===== config.mk =====
export PLATFORM = sky130hd
export DESIGN_NAME = cond_alu_shifter_execute_top_flat
export DESIGN_NICKNAME = d
export VERILOG_FILES = /design/src/hw/rtl/cas_pkg.sv /design/src/hw/rtl/cas_if.sv /design/src/hw/rtl/cond_alu_shifter_execute_top.sv /design/src/hw/rtl/cas_regfile.sv /design/src/hw/rtl/cas_exec.sv /design/src/flat_wrapper.sv
export SDC_FILE = /design/constraint.sdc
export NUM_CORES = 2
export LEC_CHECK = 0
export ABC_CLOCK_PERIOD_IN_PS = 18690
export BUFFER_PORTS_ARGS = -buffer_cell sky130_fd_sc_hd__buf_4
export CAP_MARGIN = 0
export CORE_MARGIN = 1
export CORE_UTILIZATION = 50
export DETAILED_ROUTE_END_ITERATION = 6
export PLACE_DENSITY = 0.63
export SLEW_MARGIN = 5
export SYNTH_ARGS = -nofsm -noshare
export SYNTH_HDL_FRONTEND = slang
export SYNTH_SLANG_ARGS = --single-unit
export TNS_END_PERCENT = 20

===== constraint.sdc =====
create_clock -name i_clk -period 18.69 [get_ports i_clk]
set_clock_uncertainty 0.05 [all_clocks]
set_input_delay 0.9345 -clock i_clk [delete_from_list [all_inputs] [get_ports i_clk]]
set_output_delay 0.9345 -clock i_clk [all_outputs]
set_load 0.02 [all_outputs]

===== src/hw/rtl/cas_pkg.sv =====
`timescale 1ns / 1ps

package cas_pkg;

    // register file geometry
    localparam int REG_COUNT = 16;
    localparam int REG_AW    = $clog2(REG_COUNT);
    localparam int DATA_W    = 32;

    // condition codes
    localparam logic [3:0] COND_EQ = 4'd0;
    localparam logic [3:0] COND_NE = 4'd1;
    localparam logic [3:0] COND_CS = 4'd2;
    localparam logic [3:0] COND_CC = 4'd3;
    localparam logic [3:0] COND_MI = 4'd4;
    localparam logic [3:0] COND_PL = 4'd5;
    localparam logic [3:0] COND_VS = 4'd6;
    localparam logic [3:0] COND_VC = 4'd7;
    localparam logic [3:0] COND_HI = 4'd8;
    localparam logic [3:0] COND_LS = 4'd9;
    localparam logic [3:0] COND_GE = 4'd10;
    localparam logic [3:0] COND_LT = 4'd11;
    localparam logic [3:0] COND_GT = 4'd12;
    localparam logic [3:0] COND_LE = 4'd13;
    localparam logic [3:0] COND_AL = 4'd14;

    // alu opcodes
    localparam logic [3:0] ALU_AND = 4'd0;
    localparam logic [3:0] ALU_EOR = 4'd1;
    localparam logic [3:0] ALU_SUB = 4'd2;
    localparam logic [3:0] ALU_RSB = 4'd3;
    localparam logic [3:0] ALU_ADD = 4'd4;
    localparam logic [3:0] ALU_TST = 4'd8;
    localparam logic [3:0] ALU_TEQ = 4'd9;
    localparam logic [3:0] ALU_CMP = 4'd10;
    localparam logic [3:0] ALU_ORR = 4'd12;
    localparam logic [3:0] ALU_MOV = 4'd13;

    typedef enum logic [1:0] {
        OP_EXEC = 2'd0,
        OP_LOAD = 2'd1,
        OP_READ = 2'd2,
        OP_NOP  = 2'd3
    } t_op;

    typedef enum logic [1:0] {
        SH_LSL = 2'd0,
        SH_LSR = 2'd1,
        SH_ASR = 2'd2,
        SH_ROR = 2'd3
    } t_shift;

    typedef struct packed {
        t_op                op;
        logic [3:0]         cond;
        logic [3:0]         alu_opcode;
        logic               imm_select;
        logic               set_flags;
        logic [REG_AW-1:0]  first_reg;
        logic [REG_AW-1:0]  dest_reg;
        logic [11:0]        operand_two;
        logic [DATA_W-1:0]  write_data;
    } t_in_item;

    typedef struct packed {
        logic [DATA_W-1:0]  result_value;
        logic [REG_AW-1:0]  result_index;
        logic               reg_written;
        logic               cond_passed;
        logic               flag_n;
        logic               flag_z;
        logic               flag_c;
        logic               flag_v;
    } t_out_item;

    typedef struct packed {
        logic n;
        logic z;
        logic c;
        logic v;
    } t_flags;

    // execute result: output item, write-back and next flags
    typedef struct packed {
        t_out_item          item;
        logic               we;
        logic [REG_AW-1:0]  waddr;
        logic [DATA_W-1:0]  wdata;
        t_flags             flags;
    } t_exec;

endpackage


===== src/hw/rtl/cas_if.sv =====
`timescale 1ns / 1ps

// input channel
interface cas_in_if;
    import cas_pkg::*;

    logic     valid;
    logic     ready;
    t_in_item data;

    modport source (output valid, output data, input ready);
    modport sink   (input valid, input data, output ready);
endinterface

// result channel
interface cas_out_if;
    import cas_pkg::*;

    logic      valid;
    logic      ready;
    t_out_item data;

    modport source (output valid, output data, input ready);
    modport sink   (input valid, input data, output ready);
endinterface


===== src/hw/rtl/cond_alu_shifter_execute_top.sv =====
// the input item and its register reads are registered in the execute stage, and
//   the result is registered in the output register before it is offered
// throughput: one item per cycle while the output is not stalled, set by the
//   read-execute-write loop through the register file memories (write forwarded to reads)
// reset: synchronous active-low clears the flags, the pipeline valids and the
//   register entry valid bits, so every register reads zero until written
`timescale 1ns / 1ps

module cond_alu_shifter_execute_top (
    input  logic      i_clk,
    input  logic      i_rst_n,
    cas_in_if.sink    i_in,
    cas_out_if.source o_out
);
    import cas_pkg::*;

    logic              r_s1_valid;
    t_in_item          r_s1_item;
    logic              r_out_valid;
    t_out_item         r_out_item;
    t_flags            r_flags;
    logic              s1_go;
    logic              in_fire;
    logic [DATA_W-1:0] rn_val;
    logic [DATA_W-1:0] rm_val;
    logic [DATA_W-1:0] rs_val;
    logic [DATA_W-1:0] rm_val_b;
    logic              wb_we;
    t_exec             exec;

    // pipeline handshake
    assign s1_go       = r_s1_valid && (!r_out_valid || o_out.ready);
    assign i_in.ready  = !r_s1_valid || s1_go;
    assign in_fire     = i_in.valid && i_in.ready;
    assign wb_we       = s1_go && exec.we;

    // register file, bank a serves rn and rm, bank b serves rs
    cas_regfile u_bank_a (
        .i_clk     (i_clk),
        .i_rst_n   (i_rst_n),
        .i_we      (wb_we),
        .i_waddr   (exec.waddr),
        .i_wdata   (exec.wdata),
        .i_re      (in_fire),
        .i_raddr_a (i_in.data.first_reg),
        .i_raddr_b (i_in.data.operand_two[3:0]),
        .o_rdata_a (rn_val),
        .o_rdata_b (rm_val)
    );

    cas_regfile u_bank_b (
        .i_clk     (i_clk),
        .i_rst_n   (i_rst_n),
        .i_we      (wb_we),
        .i_waddr   (exec.waddr),
        .i_wdata   (exec.wdata),
        .i_re      (in_fire),
        .i_raddr_a (i_in.data.operand_two[11:8]),
        .i_raddr_b (i_in.data.operand_two[3:0]),
        .o_rdata_a (rs_val),
        .o_rdata_b (rm_val_b)
    );

    // execute stage logic
    cas_exec u_exec (
        .i_item   (r_s1_item),
        .i_rn_val (rn_val),
        .i_rm_val (rm_val),
        .i_rs_val (rs_val),
        .i_flags  (r_flags),
        .o_exec   (exec)
    );

    // execute stage occupancy
    always_ff @(posedge i_clk) begin
        if (!i_rst_n) begin
            r_s1_valid <= 1'b0;
        end else if (in_fire) begin
            r_s1_valid <= 1'b1;
        end else if (s1_go) begin
            r_s1_valid <= 1'b0;
        end
    end

    always_ff @(posedge i_clk) begin
        if (in_fire) begin
            r_s1_item <= i_in.data;
        end
    end

    // status flags
    always_ff @(posedge i_clk) begin
        if (!i_rst_n) begin
            r_flags <= '0;
        end else if (s1_go) begin
            r_flags <= exec.flags;
        end
    end

    // output register
    always_ff @(posedge i_clk) begin
        if (!i_rst_n) begin
            r_out_valid <= 1'b0;
        end else if (s1_go) begin
            r_out_valid <= 1'b1;
        end else if (o_out.ready) begin
            r_out_valid <= 1'b0;
        end
    end

    always_ff @(posedge i_clk) begin
        if (s1_go) begin
            r_out_item <= exec.item;
        end
    end

    assign o_out.valid = r_out_valid;
    assign o_out.data  = r_out_item;

    // both banks hold the same contents
    a_bank_coherent: assert property (@(posedge i_clk) disable iff (!i_rst_n)
        r_s1_valid |-> (rm_val == rm_val_b))
        else $error("register banks disagree on rm");

    // overflow flag is never set
    a_v_clear: assert property (@(posedge i_clk) disable iff (!i_rst_n)
        o_out.valid |-> !o_out.data.flag_v)
        else $error("overflow flag changed");

    // a failed condition never writes back
    a_no_write_on_fail: assert property (@(posedge i_clk) disable iff (!i_rst_n)
        (s1_go && (r_s1_item.op == OP_EXEC) && !exec.item.cond_passed) |-> !wb_we)
        else $error("write-back on failed condition");

    // flags only move when an item completes
    a_flags_hold: assert property (@(posedge i_clk) disable iff (!i_rst_n)
        !$past(s1_go) |-> $stable(r_flags))
        else $error("flags changed without a completed item");

endmodule


===== src/hw/rtl/cas_regfile.sv =====
`timescale 1ns / 1ps

module cas_regfile (
    input  logic                        i_clk,
    input  logic                        i_rst_n,
    input  logic                        i_we,
    input  logic [cas_pkg::REG_AW-1:0]  i_waddr,
    input  logic [cas_pkg::DATA_W-1:0]  i_wdata,
    input  logic                        i_re,
    input  logic [cas_pkg::REG_AW-1:0]  i_raddr_a,
    input  logic [cas_pkg::REG_AW-1:0]  i_raddr_b,
    output logic [cas_pkg::DATA_W-1:0]  o_rdata_a,
    output logic [cas_pkg::DATA_W-1:0]  o_rdata_b
);
    import cas_pkg::*;

    logic [DATA_W-1:0]    r_mem [REG_COUNT];
    logic [REG_COUNT-1:0] r_valid;
    logic [DATA_W-1:0]    r_rdata_a;
    logic [DATA_W-1:0]    r_rdata_b;

    // storage write
    always_ff @(posedge i_clk) begin
        if (i_we) begin
            r_mem[i_waddr] <= i_wdata;
        end
    end

    // entry valid bits, unwritten entries read as zero
    always_ff @(posedge i_clk) begin
        if (!i_rst_n) begin
            r_valid <= '0;
        end else if (i_we) begin
            r_valid[i_waddr] <= 1'b1;
        end
    end

    // registered reads, a write in the same cycle is forwarded
    always_ff @(posedge i_clk) begin
        if (i_re) begin
            if (i_we && (i_waddr == i_raddr_a)) begin
                r_rdata_a <= i_wdata;
            end else if (r_valid[i_raddr_a]) begin
                r_rdata_a <= r_mem[i_raddr_a];
            end else begin
                r_rdata_a <= '0;
            end
            if (i_we && (i_waddr == i_raddr_b)) begin
                r_rdata_b <= i_wdata;
            end else if (r_valid[i_raddr_b]) begin
                r_rdata_b <= r_mem[i_raddr_b];
            end else begin
                r_rdata_b <= '0;
            end
        end
    end

    assign o_rdata_a = r_rdata_a;
    assign o_rdata_b = r_rdata_b;

endmodule


===== src/hw/rtl/cas_exec.sv =====
`timescale 1ns / 1ps

module cas_exec (
    input  cas_pkg::t_in_item           i_item,
    input  logic [cas_pkg::DATA_W-1:0]  i_rn_val,
    input  logic [cas_pkg::DATA_W-1:0]  i_rm_val,
    input  logic [cas_pkg::DATA_W-1:0]  i_rs_val,
    input  cas_pkg::t_flags             i_flags,
    output cas_pkg::t_exec              o_exec
);
    import cas_pkg::*;

    logic              cond_ok;
    t_shift            kind;
    logic              by_reg;
    logic [7:0]        amt8;
    logic [4:0]        amt_lo;
    logic [32:0]       lsl_ext;
    logic [32:0]       lsr_ext;
    logic [32:0]       asr_ext;
    logic [63:0]       ror_w;
    logic [31:0]       ror_val;
    logic [31:0]       sign_w;
    logic [63:0]       imm_w;
    logic [31:0]       sh_val;
    logic              sh_c;
    logic [31:0]       op_b;
    logic              op_c;
    logic [31:0]       add_x;
    logic [31:0]       add_y;
    logic              add_ci;
    logic [32:0]       sum;
    logic [31:0]       alu_res;
    logic              alu_c;
    logic              alu_ok;
    logic              alu_wr;

    // condition check against current flags
    always_comb begin
        case (i_item.cond)
            COND_EQ: cond_ok = i_flags.z;
            COND_NE: cond_ok = !i_flags.z;
            COND_CS: cond_ok = i_flags.c;
            COND_CC: cond_ok = !i_flags.c;
            COND_MI: cond_ok = i_flags.n;
            COND_PL: cond_ok = !i_flags.n;
            COND_VS: cond_ok = i_flags.v;
            COND_VC: cond_ok = !i_flags.v;
            COND_HI: cond_ok = i_flags.c && !i_flags.z;
            COND_LS: cond_ok = !i_flags.c || i_flags.z;
            COND_GE: cond_ok = (i_flags.n == i_flags.v);
            COND_LT: cond_ok = (i_flags.n != i_flags.v);
            COND_GT: cond_ok = !i_flags.z && (i_flags.n == i_flags.v);
            COND_LE: cond_ok = i_flags.z || (i_flags.n != i_flags.v);
            COND_AL: cond_ok = 1'b1;
            default: cond_ok = 1'b0;
        endcase
    end

    // barrel shifter candidates for amounts 1 to 31
    assign kind    = t_shift'(i_item.operand_two[6:5]);
    assign by_reg  = i_item.operand_two[4];
    assign amt8    = by_reg ? i_rs_val[7:0] : {3'b000, i_item.operand_two[11:7]};
    assign amt_lo  = amt8[4:0];
    assign lsl_ext = {1'b0, i_rm_val} << amt_lo;
    assign lsr_ext = {i_rm_val, 1'b0} >> amt_lo;
    assign asr_ext = 33'($signed({i_rm_val, 1'b0}) >>> amt_lo);
    assign ror_w   = {i_rm_val, i_rm_val} >> amt_lo;
    assign ror_val = ror_w[31:0];
    assign sign_w  = {32{i_rm_val[31]}};

    // shifter result and carry, including the zero and large amount cases
    always_comb begin
        sh_val = i_rm_val;
        sh_c   = i_flags.c;
        if (!by_reg && (amt_lo == 5'd0)) begin
            case (kind)
                SH_LSL: begin
                    sh_val = i_rm_val;
                    sh_c   = i_flags.c;
                end
                SH_LSR: begin
                    sh_val = '0;
                    sh_c   = i_rm_val[31];
                end
                SH_ASR: begin
                    sh_val = sign_w;
                    sh_c   = i_rm_val[31];
                end
                SH_ROR: begin
                    sh_val = {i_flags.c, i_rm_val[31:1]};
                    sh_c   = i_rm_val[0];
                end
                default: ;
            endcase
        end else if (amt8 == 8'd0) begin
            sh_val = i_rm_val;
            sh_c   = i_flags.c;
        end else if (amt8[7:5] == 3'd0) begin
            case (kind)
                SH_LSL: begin
                    sh_val = lsl_ext[31:0];
                    sh_c   = lsl_ext[32];
                end
                SH_LSR: begin
                    sh_val = lsr_ext[32:1];
                    sh_c   = lsr_ext[0];
                end
                SH_ASR: begin
                    sh_val = asr_ext[32:1];
                    sh_c   = asr_ext[0];
                end
                SH_ROR: begin
                    sh_val = ror_val;
                    sh_c   = ror_val[31];
                end
                default: ;
            endcase
        end else begin
            case (kind)
                SH_LSL: begin
                    sh_val = '0;
                    sh_c   = (amt8 == 8'd32) && i_rm_val[0];
                end
                SH_LSR: begin
                    sh_val = '0;
                    sh_c   = (amt8 == 8'd32) && i_rm_val[31];
                end
                SH_ASR: begin
                    sh_val = sign_w;
                    sh_c   = i_rm_val[31];
                end
                SH_ROR: begin
                    if (amt_lo == 5'd0) begin
                        sh_val = i_rm_val;
                        sh_c   = i_rm_val[31];
                    end else begin
                        sh_val = ror_val;
                        sh_c   = ror_val[31];
                    end
                end
                default: ;
            endcase
        end
    end

    // rotated immediate, carry zero
    assign imm_w = {24'd0, i_item.operand_two[7:0], 24'd0, i_item.operand_two[7:0]}
                   >> {i_item.operand_two[11:8], 1'b0};
    assign op_b  = i_item.imm_select ? imm_w[31:0] : sh_val;
    assign op_c  = i_item.imm_select ? 1'b0 : sh_c;

    // shared adder operands
    always_comb begin
        case (i_item.alu_opcode)
            ALU_SUB, ALU_CMP: begin
                add_x  = i_rn_val;
                add_y  = ~op_b;
                add_ci = 1'b1;
            end
            ALU_RSB: begin
                add_x  = op_b;
                add_y  = ~i_rn_val;
                add_ci = 1'b1;
            end
            default: begin
                add_x  = i_rn_val;
                add_y  = op_b;
                add_ci = 1'b0;
            end
        endcase
    end

    assign sum = {1'b0, add_x} + {1'b0, add_y} + {32'd0, add_ci};

    // alu operation
    always_comb begin
        alu_res = '0;
        alu_c   = op_c;
        alu_ok  = 1'b1;
        alu_wr  = 1'b1;
        case (i_item.alu_opcode)
            ALU_AND: alu_res = i_rn_val & op_b;
            ALU_EOR: alu_res = i_rn_val ^ op_b;
            ALU_SUB, ALU_RSB, ALU_ADD: begin
                alu_res = sum[31:0];
                alu_c   = sum[32];
            end
            ALU_TST: begin
                alu_res = i_rn_val & op_b;
                alu_wr  = 1'b0;
            end
            ALU_TEQ: begin
                alu_res = i_rn_val ^ op_b;
                alu_wr  = 1'b0;
            end
            ALU_CMP: begin
                alu_res = sum[31:0];
                alu_c   = sum[32];
                alu_wr  = 1'b0;
            end
            ALU_ORR: alu_res = i_rn_val | op_b;
            ALU_MOV: alu_res = op_b;
            default: begin
                alu_ok = 1'b0;
                alu_wr = 1'b0;
            end
        endcase
    end

    // result item, write-back and flags per operation
    always_comb begin
        o_exec                   = '0;
        o_exec.waddr             = i_item.dest_reg;
        o_exec.wdata             = alu_res;
        o_exec.flags             = i_flags;
        case (i_item.op)
            OP_LOAD: begin
                o_exec.we                = 1'b1;
                o_exec.wdata             = i_item.write_data;
                o_exec.item.result_value = i_item.write_data;
                o_exec.item.result_index = i_item.dest_reg;
                o_exec.item.reg_written  = 1'b1;
            end
            OP_READ: begin
                o_exec.item.result_value = i_rn_val;
                o_exec.item.result_index = i_item.first_reg;
            end
            OP_EXEC: begin
                o_exec.item.result_index = i_item.dest_reg;
                o_exec.item.cond_passed  = cond_ok;
                if (cond_ok && alu_ok) begin
                    o_exec.item.result_value = alu_res;
                    o_exec.item.reg_written  = alu_wr;
                    o_exec.we                = alu_wr;
                    if (i_item.set_flags) begin
                        o_exec.flags.n = alu_res[31];
                        o_exec.flags.z = (alu_res == 32'd0);
                        o_exec.flags.c = alu_c;
                    end
                end
            end
            default: ;
        endcase
        o_exec.item.flag_n = o_exec.flags.n;
        o_exec.item.flag_z = o_exec.flags.z;
        o_exec.item.flag_c = o_exec.flags.c;
        o_exec.item.flag_v = o_exec.flags.v;
    end

endmodule


===== src/flat_wrapper.sv =====
// flat-port wrapper written by rule: the top's interface ports become plain ports
module cond_alu_shifter_execute_top_flat import cas_pkg::*;
  (i_clk, i_rst_n, i_in_valid, i_in_data, i_in_ready, o_out_valid, o_out_data, o_out_ready);
  cas_in_if i_in_i ();
  cas_out_if o_out_i ();
  input  logic i_clk;
  input  logic i_rst_n;
  input wire logic [$bits(i_in_i.valid)-1:0] i_in_valid;
  input wire logic [$bits(i_in_i.data)-1:0] i_in_data;
  output wire logic [$bits(i_in_i.ready)-1:0] i_in_ready;
  output wire logic [$bits(o_out_i.valid)-1:0] o_out_valid;
  output wire logic [$bits(o_out_i.data)-1:0] o_out_data;
  input wire logic [$bits(o_out_i.ready)-1:0] o_out_ready;
  assign i_in_i.valid = i_in_valid;
  assign i_in_i.data = i_in_data;
  assign i_in_ready = i_in_i.ready;
  assign o_out_valid = o_out_i.valid;
  assign o_out_data = o_out_i.data;
  assign o_out_i.ready = o_out_ready;
  cond_alu_shifter_execute_top u_core (.i_clk(i_clk), .i_rst_n(i_rst_n), .i_in(i_in_i), .o_out(o_out_i));
endmodule

==> results.py <==
metrics = {
    "outcome": {
        "status": "finished, violations left",
        "violations": "design-rule violations",
    },
    "sta": {
        "layout_min_cycle_time_ns": 9.719,
        "drv_slew": 0,
        "finalSetupViolCount": 0,
        "worst_slew_pin_slew_ns": 1.395,
        "rsz0062_at_grt": "no",
        "holdWs_ns": 0.3921,
        "hold_violations": 0,
        "finalSetupTns_ns": 0,
        "fin_ws_ns": 8.971,
        "fmax_mhz": 102.9,
        "relSlewSlack_pct": 7.033,
        "period_share_pct": 52.00,
    },
    "floorplan": {
        "dieArea_um2": 92950,
        "core_area_um2": 90420,
        "die_w_um": 304.9,
        "io_pins": 112,
        "start_util_pct": 50.73,
        "row_count": 110,
        "die_y_um": 304.9,
    },
    "setup_path": {
        "max_stage_delay_ns": 1.04,
        "crit_path_start_kind": "register",
        "crit_chain": "buf_4, mux2i_4, buf_4, mux4_2, a222oi_1, nor2_1, o21a_1, o32ai_1, a221oi_2, a221oi_1, a21oi_1, ha_1, a21o_1, or3_1, o21a_1, a31o_2, a41oi_1, o2111ai_1, nand2_1, xnor2_1, a221oi_1, nand2_1, o21ai_0, inv_1",
        "crit_path_top_delay_cell": "o32ai_1",
        "required_ns": 18.90,
        "r2r_slack_ns": 8.97,
        "arrival_ns": 9.92,
        "critPathMaxFanout": 65,
        "endpoint_kind": "register",
        "worst-setup-path-type": "register to register",
    },
    "clocking": {
        "h-tree-depth": 3,
        "clock-root-buffer": "clkbuf_16",
        "clock-sinks": 726,
        "cts_buffer_depth": 3,
        "path_clk_slew_ns": 0.06,
        "hold_buffers": 0,
        "clk-insertion-delay-late_ns": 0.67,
        "post_cts_buffers": 0,
        "cts_tree": "built",
        "numCtsBuffers": 79,
        "post_cts_resized": 0,
    },
    "drt": {
        "drt_iter0_drc": 5921,
        "drc": 5,
        "wire_per_inst_um": 38.59,
        "vias_per_cell": 7.541,
        "num_vias": 36636,
        "ant_nets": 0,
        "drt-total-wl_mm": 187.5,
        "firstDrtPassIters": 7,
    },
    "power": {
        "power_mw": 4.405,
        "total_leakage_power_nw": 17.25,
        "p_per_area_nw_per_um2": 86.86,
        "vdd_drop_max_mv": 0.08742,
    },
    "finish": {
        "num-nets-final": 3785,
        "design_area_um2": 50710,
        "mostFrequentLayoutCell": "edfxtp_1",
        "area_growth_pct": 10.55,
        "drive_above_1_share_pct": 23.63,
        "layout_common_cells": "edfxtp_1, mux4_2, nand2_1",
    },
    "synthesis": {
        "synth_area_um2": 45870,
        "synth.yosys.warnings": 0,
        "syn_inst": 3609,
        "ys_seq_area_share_pct": 46.72,
        "avgSynthCellArea_um2": 12.71,
        "yosysUniqueCellTypes": 110,
        "synthSimpleGateAreaFrac_pct": 7.073,
        "synth_edf_count": 689,
        "ys_ff_latch": 726,
        "synth_nets": 3778,
        "synthXorXnorAreaFrac_pct": 0.7447,
        "synth_top_family_by_area": "multiplexers",
        "dominantRegCellSynth": "edfxtp_1",
        "async_flop_share_pct": 0,
        "yosys.area_share.adder_pct": 2.788,
        "synth_compound_area_share_pct": 15.07,
        "synth.area.mux_share_pct": 23.50,
    },
    "place": {
        "portBuffers": 110,
        "dpl_cell_area_um2": 48090,
        "dp_slack_ns": 9.415,
        "dp_hpwl_mm": 123.2,
        "gp_congestion": 1.089,
    },
    "global_route": {
        "grt_max_degree": 73,
        "grt.overflow.total": 0,
        "grt_pass1_wl_mm": 264.6,
        "track_usage_pct": 39.95,
        "grt_pass1_vias": 35548,
        "antenna_found_initial": 10,
    },
    "worst_hold_path": {
        "hold_class": "primary input to register",
    },
    "job": {
        "drv_cap": 0,
    },
}
-- worst max-delay path: cells and delay by family, from the launching register on --
kind                     cells  cell delay [ns]
AND/OR/NAND/NOR              4             0.60
adder cells (fa/ha/maj)      1             0.27
buffers and inverters        3             1.80
flip-flops                   1             0.32
XOR/XNOR                     1             0.07
AO/OA/AOI/OAI               13             5.18
multiplexers                 2             0.93
-- layer usage --
| metal | up-vias | share of wire, % | track usage [%] | wire length [µm] |
|---|---|---|---|---|
| li1 | 14625 | - | - | - |
| met1 | 18523 | 37 | 53.05 | 69380 |
| met2 | 2870 | 44 | 59.89 | 83170 |
| met3 | 606 | 12 | 10.81 | 22870 |
| met4 | 12 | 6.4 | 21.49 | 11960 |
| met5 | - | 0.043 | 0 | 80 |
-- per-stage QoR --
step | utilization, % | instances
floorplan | - | 3609
global placement | 53.18 | 4711
detailed placement | 53.19 | 4711
CTS | 56.06 | 4853
global route | 56.06 | 4853
finish | 56.08 | 4858
-- power breakdown --
part,internal (mW),switching (mW)
sequential,1.86,0.0365
combinational,0.309,0.626
clock,0.899,0.674
-- cell type report --
type / count / area (µm²)
Timing Repair Buffer: 239 / 1814
Antenna cell: 5 / 12.51
Clock inverter: 45 / 516.7
Multi-Input combinational cell: 2422 / 22830
Fill cell: 7304 / 39720
Tap cell: 1176 / 1471
Clock buffer: 97 / 2076
Inverter: 148 / 555.5
Sequential cell: 726 / 21430
-- state kept, by name, indices dropped and copies added (netlist names), 3 cells and up --
| register | cells |
|---|---|
| u_core.u_bank_a.o_rdata_a | 32 |
| u_core.r_flags | 3 |
| u_core.u_bank_b.o_rdata_a | 8 |
| u_core.o_out.data | 41 |
| u_core.u_bank_a.r_valid | 16 |
| u_core.u_bank_b.r_valid | 16 |
| u_core.u_bank_b.r_mem | 512 |
| u_core.r_s1_item | 64 |
| u_core.u_bank_a.o_rdata_b | 32 |
-- cells by family (layout without fill, tap and decap cells) --
kind of cell | Yosys count | in the layout
adders and majority gates | 101 | 101
AOI/OAI and AO/OA | 989 | 989
other | 1 | 6
DFF | 726 | 726
and+or+nand+nor | 730 | 730
xor gates and xnor gates | 39 | 39
muxes | 562 | 562
buffers and inverters | 461 | 529
-- final timing paths --
kind,startpoint,end,depth (start not counted)
setup / recovery,u_core.r_s1_item[36]$_DFFE_PP_,u_core.u_bank_b.r_mem[12][30]$_DFFE_PP_,24
hold / removal,i_in_data[26],u_core.r_s1_item[26]$_DFFE_PP_,1
setup reg to reg,u_core.r_s1_item[36]$_DFFE_PP_,u_core.u_bank_b.r_mem[12][30]$_DFFE_PP_,24
hold reg to reg,u_core.u_bank_b.r_valid[14]$_SDFFE_PN0P_,u_core.u_bank_b.r_valid[14]$_SDFFE_PN0P_,1
-- cells in the mapped netlist, drive strengths merged (11+ instances only) --
library cell | n | area (µm²)
a221oi | 70 | 655.6
ha | 99 | 1239
o21ai | 235 | 1180
nor2 | 164 | 628.1
nand3 | 48 | 240.2
a31oi | 30 | 193.9
a22o | 28 | 245.2
o221ai | 41 | 371.6
a22oi | 79 | 593.1
clkbuf | 210 | 789.5
nor4 | 11 | 83.83
and2 | 11 | 68.81
edfxtp | 689 | 20690
o22ai | 34 | 219.0
nand4 | 18 | 112.6
nand2b | 12 | 75.07
nor3 | 45 | 236.5
inv | 145 | 544.3
a222oi | 25 | 250.2
a211oi | 29 | 222.7
xnor2 | 28 | 245.2
dfxtp | 37 | 740.7
xor2 | 11 | 96.34
mux2i | 132 | 1345
a21oi | 168 | 844.6
mux2 | 23 | 266.5
a21o | 23 | 172.7
buf | 103 | 535.5
o211ai | 31 | 232.7
o31ai | 21 | 162.6
mux4 | 407 | 9166
nor2b | 13 | 81.33
and3 | 13 | 81.33
o21a | 45 | 337.8
nand2 | 356 | 1336
Power figures use the tool's default switching activity.
